File: config.mk
export PLATFORM = sky130hd
export DESIGN_NAME = prc_ctrl
export DESIGN_NICKNAME = d
export VERILOG_FILES = /design/src/hdl/prc_pkg.sv /design/src/hdl/prc_ctrl.sv
export SDC_FILE = /design/constraint.sdc
export NUM_CORES = 1
export LEC_CHECK = 0
export ABC_CLOCK_PERIOD_IN_PS = 1700
export BUFFER_PORTS_ARGS = -buffer_cell sky130_fd_sc_hd__buf_2
export CAP_MARGIN = 20
export CORE_MARGIN = 2
export CORE_UTILIZATION = 44
export CTS_BUF_LIST = sky130_fd_sc_hd__clkbuf_8
export DETAILED_ROUTE_END_ITERATION = 7
export PLACE_DENSITY = 0.85
export SYNTH_ARGS = -nofsm -noshare
export SYNTH_HDL_FRONTEND = slang
export SYNTH_SLANG_ARGS = --single-unit
File: constraint.sdc
create_clock -name i_clk -period 1.7 [get_ports i_clk]
set_input_delay 0.255 -clock i_clk [delete_from_list [all_inputs] [get_ports i_clk]]
set_output_delay 0.255 -clock i_clk [all_outputs]
set_load 0.005 [all_outputs]
File: src/hdl/prc_pkg.sv
// Shared constants, FSM state type and controller/datapath interface structs.
`default_nettype none
package prc_pkg;
    localparam int MAX_POINTS_DEF  = 64;
    localparam int COORD_BITS_DEF  = 24;
    localparam int MIN_CLOSED      = 3;
    localparam int CFG_IDX_W       = 2;

    localparam logic [CFG_IDX_W-1:0] CFG_LEFT   = 2'd0;
    localparam logic [CFG_IDX_W-1:0] CFG_BOTTOM = 2'd1;
    localparam logic [CFG_IDX_W-1:0] CFG_WIDTH  = 2'd2;
    localparam logic [CFG_IDX_W-1:0] CFG_HEIGHT = 2'd3;

    localparam logic [1:0] SIDE_LAST = 2'd3;

    typedef enum logic [4:0] {
        S_LOAD, S_PINIT, S_PLAST, S_PCUR0, S_PNXT, S_PNXTW, S_EVAL,
        S_XSET, S_XMUL, S_XDST, S_XDIV, S_XPUT, S_ADV, S_PEND,
        S_OSTART, S_ORD, S_OWAIT, S_EMPTY
    } t_state;

    typedef struct packed {
        logic load;
        logic pinit;
        logic rd_last;
        logic cap_last;
        logic rd_first;
        logic cap_cur;
        logic rd_next;
        logic cap_next;
        logic eval;
        logic put_cur;
        logic x_set;
        logic x_np;
        logic x_mul;
        logic div_start;
        logic put_x;
        logic adv;
        logic pend;
        logic out_rd;
        logic out_load;
        logic out_empty;
        logic out_next;
        logic clear;
    } t_dp_cmd;

    typedef struct packed {
        logic n_zero;
        logic has_next;
        logic outside;
        logic pp_need;
        logic np_need;
        logic np_pend;
        logic div_done;
        logic side_last;
        logic out_free;
        logic out_last;
    } t_dp_stat;
endpackage
`default_nettype wire

File: src/hdl/prc_ctrl.sv
// Clipper sequencer: load, four clipping passes, result emission.
`default_nettype none
module prc_ctrl
    import prc_pkg::*;
(
    input  wire logic     i_clk,
    input  wire logic     i_rst_n,
    input  wire logic     i_in_valid,
    input  wire logic     i_in_last,
    output logic          o_in_ready,
    input  wire t_dp_stat i_stat,
    output t_dp_cmd       o_cmd,
    output t_state        o_state
);
    t_state r_state, n_state;
    logic   r_xnp, n_xnp;

    always_ff @(posedge i_clk) begin
        if (!i_rst_n) begin
            r_state <= S_LOAD;
            r_xnp   <= 1'b0;
        end else begin
            r_state <= n_state;
            r_xnp   <= n_xnp;
        end
    end

    always_comb begin
        n_state = r_state;
        n_xnp   = r_xnp;
        case (r_state)
            S_LOAD:   if (i_in_valid && i_in_last) n_state = S_PINIT;
            S_PINIT:  n_state = i_stat.n_zero ? S_PEND : S_PLAST;
            S_PLAST:  n_state = S_PCUR0;
            S_PCUR0:  n_state = S_PNXT;
            S_PNXT:   n_state = i_stat.has_next ? S_PNXTW : S_EVAL;
            S_PNXTW:  n_state = S_EVAL;
            S_EVAL: begin
                if (!i_stat.outside) begin
                    n_state = S_ADV;
                end else if (i_stat.pp_need) begin
                    n_xnp   = 1'b0;
                    n_state = S_XSET;
                end else if (i_stat.np_need) begin
                    n_xnp   = 1'b1;
                    n_state = S_XSET;
                end else begin
                    n_state = S_ADV;
                end
            end
            S_XSET:   n_state = S_XMUL;
            S_XMUL:   n_state = S_XDST;
            S_XDST:   n_state = S_XDIV;
            S_XDIV:   if (i_stat.div_done) n_state = S_XPUT;
            S_XPUT: begin
                if (!r_xnp && i_stat.np_pend) begin
                    n_xnp   = 1'b1;
                    n_state = S_XSET;
                end else begin
                    n_state = S_ADV;
                end
            end
            S_ADV:    n_state = i_stat.has_next ? S_PNXT : S_PEND;
            S_PEND:   n_state = i_stat.side_last ? S_OSTART : S_PINIT;
            S_OSTART: n_state = i_stat.n_zero ? S_EMPTY : S_ORD;
            S_ORD:    n_state = S_OWAIT;
            S_OWAIT:  if (i_stat.out_free) n_state = i_stat.out_last ? S_LOAD : S_ORD;
            S_EMPTY:  if (i_stat.out_free) n_state = S_LOAD;
            default:  n_state = S_LOAD;
        endcase
    end

    always_comb begin
        o_cmd      = '0;
        o_in_ready = 1'b0;
        case (r_state)
            S_LOAD: begin
                o_in_ready = 1'b1;
                o_cmd.load = i_in_valid;
            end
            S_PINIT: begin
                o_cmd.pinit   = 1'b1;
                o_cmd.rd_last = 1'b1;
            end
            S_PLAST: begin
                o_cmd.cap_last = 1'b1;
                o_cmd.rd_first = 1'b1;
            end
            S_PCUR0:  o_cmd.cap_cur = 1'b1;
            S_PNXT:   o_cmd.rd_next = i_stat.has_next;
            S_PNXTW:  o_cmd.cap_next = 1'b1;
            S_EVAL: begin
                o_cmd.eval    = 1'b1;
                o_cmd.put_cur = !i_stat.outside;
            end
            S_XSET: begin
                o_cmd.x_set = 1'b1;
                o_cmd.x_np  = r_xnp;
            end
            S_XMUL:   o_cmd.x_mul = 1'b1;
            S_XDST:   o_cmd.div_start = 1'b1;
            S_XDIV:   ;
            S_XPUT:   o_cmd.put_x = 1'b1;
            S_ADV:    o_cmd.adv = 1'b1;
            S_PEND:   o_cmd.pend = 1'b1;
            S_OSTART: ;
            S_ORD:    o_cmd.out_rd = 1'b1;
            S_OWAIT: begin
                o_cmd.out_load = i_stat.out_free;
                o_cmd.out_next = i_stat.out_free && !i_stat.out_last;
                o_cmd.clear    = i_stat.out_free && i_stat.out_last;
            end
            S_EMPTY: begin
                o_cmd.out_empty = i_stat.out_free;
                o_cmd.clear     = i_stat.out_free;
            end
            default: ;
        endcase
    end

    assign o_state = r_state;
endmodule
`default_nettype wire

==> flow_summary.yaml <==
layout:
  layout-drive-gt1-share: 0.490
  post-route-util: 0.714
  antenna_cells: 0
  nNetsFinal: 167
  final_cell_mix: "buf_2 (40), nor2_1 (22), buf_4 (8)"
  area_delta_synth_final_pct: 53.2
  final_common_cell: "buf_2"
  nFillCells: 115
floorplan:
  core-area_um2: 1490
  die-height_um: 43.7
  die-area_um2: 1910
  num_rows: 14
  start_util: 0.466
  floorplan.io_pins: 42
  chipWidth_um: 43.7
place:
  pre_cts_slack_ns: 0.0245
  io_buffers: 41
  dp_hpwl_um: 1780
  gp_congestion: 0.919
worst_setup_path:
  critPathMaxFanout: 9
  cp.arrival_ns: 1.41
  critical_path_class: "register to output pin"
  cp.required_ns: 1.44
  r2r_cells: 4
  worst_setup_path_end_kind: "output pin"
  r2r_slack_ns: 0.09
  start_kind: "register"
sta:
  drv_slew: 0
  skew_ns: 0.00262
  worst_pin_slew_ns: 0.456
  fin_crit_ns: 1.67
  hold_viol: 0
  fin_crit_sh: 0.982
  fin_ws_ns: 0.0309
  rsz0062_at_grt: "yes"
  setup_viol: 0
  relSlewSlack: 0.692
  max_freq_mhz: 599
grt:
  grt_pass1_wl_um: 3530
  grt.total_usage: 0.236
  antenna_found_initial: 0
  grt_max_degree: 15
  first_global_vias: 802
  grt-ovfl-total: 0
drt:
  first_iter_violations: 31
  wl_met1_um: 1010
  maxUsedRoutingLayer: "met3"
  vias: 982
  vias_per_cell: 5.88
  wl_per_cell_um: 14.3
  final_antenna_net_count: 0
  drt_wl_total_um: 2380
  dr_wl_met2_um: 1240
  dr.pass1.iters: 4
  drc: 0
  dr_wl_met3_um: 141
clocking:
  clkTransAtPathRegs_ns: 0.04
  clk_path_buf_depth: 2
  htree_levels: 1
  clkLatencyLatePin_ns: 0.22
  cts_buffers: 3
  cts_num_sinks: 6
  cts_tree: "built"
  hold_buffers: 0
  cts_root_buf: "clkbuf_8"
yosys:
  synthesis.area_um2: 694
  synth_cells: 108
  synth_seq_area_share: 0.173
  synth_seq_cells: 6
  ys_types: 37
  synth_edf_count: 0
  synth_fp_nets: 122
  async_flop_share: 0
  synth_ff_type: "dfxtp_1"
  ys.warnings.count: 0
  synth_area_per_cell_um2: 6.43
min_path:
  hp-class: "input pin to register"
  holdPathStages: 2
power_and_ir_drop:
  p_leak_nw: 0.499
  peakVddDrop_mv: 0.750
  p_per_area_nw_per_um2: 532
outcome:
  status: "finished clean"
run:
  cap_violations: 0
-- cells by family (layout without fill, tap and decap cells) --
family          Yosys count  after routing  share of synthesized area
simple gates             66             66                      0.526
flops                     6              6                      0.173
compound gates           20             20                      0.200
buf+inv                  16             59                      0.101
-- repair_timing --
item                       in CTS  in global routing
pin swaps                       2                  2
setup endpoints to repair      10                 11
gates resized for setup        18                  7
setup buffers                   1                  1
-- synth_stat cells (all sizes together), types with 3 or more instances --
| master | instances | area, µm² |
|---|---|---|
| nor2 | 25 | 93.8 |
| clkbuf | 8 | 30.0 |
| dfxtp | 6 | 120 |
| nor3 | 6 | 30.0 |
| nand2b | 5 | 31.3 |
| a21oi | 4 | 20.0 |
| buf | 4 | 25.0 |
| inv | 4 | 15.0 |
| nand2 | 4 | 15.0 |
| o21ai | 4 | 20.0 |
| or3 | 4 | 25.0 |
| and2 | 3 | 18.8 |
| nor4bb | 3 | 30.0 |
| or3b | 3 | 26.3 |
-- metrics by stage --
step | std cells | hold slack (ns) | setup TNS, ns | cell area, µm² | total power [W]
after floorplan | 108 | 0.383 | 0 | 694 | 0.000258
after global placement | 162 | 0.506 | 0 | 932 | 0.000324
after detailed placement | 162 | 0.512 | 0 | 932 | 0.000330
after CTS | 166 | 0.309 | 0 | 1040 | 0.000550
after global routing | 167 | 0.318 | -0.0163 | 1060 | 0.000596
final | 167 | 0.314 | 0 | 1060 | 0.000566
-- layer usage --
layer  track usage  vias to the layer above
li1              -                      476
met1         0.316                      471
met2         0.403                       35
met3        0.0167                        0
met4        0.0727                        0
met5             0                        -
-- flip-flops by register name, summed over array words and instances, names as in the netlist --
signal	cells
r_xnp	1
o_state	5
-- layout make-up --
cell class / instances / area [µm²] / share of cell area
multi-input combinational: 86 / 552 / 0.519
timing repair buffer: 52 / 299 / 0.281
sequential: 6 / 136 / 0.128
clock buffer: 3 / 41.3 / 0.0388
tap: 16 / 20.0 / 0.0188
inverter: 4 / 15.0 / 0.0141
-- worst paths after layout --
| kind | from | endpoint |
|---|---|---|
| hold / removal | i_rst_n | r_xnp |
| setup reg to reg | o_state[4] | o_state[1] |
| setup / recovery | o_state[3] | o_cmd[2] |
| hold reg to reg | r_xnp | r_xnp |
-- report_power, final --
part	switching (W)	leakage, nW	internal [W]
combinational	0.000104	0.425	0.0000988
sequential	0.0000135	0.0521	0.000144
clock	0.0000542	0.0216	0.000152
total	0.000171	0.499	0.000394
-- critical path, cell delays in order (launching register included) --
cell      delay (ns)
dfxtp_4         0.36
buf_6           0.14
nand2b_4        0.14
or3_4           0.34
nor2_2          0.09
buf_2           0.12
Note: power is estimated with default switching activity, not from simulation.
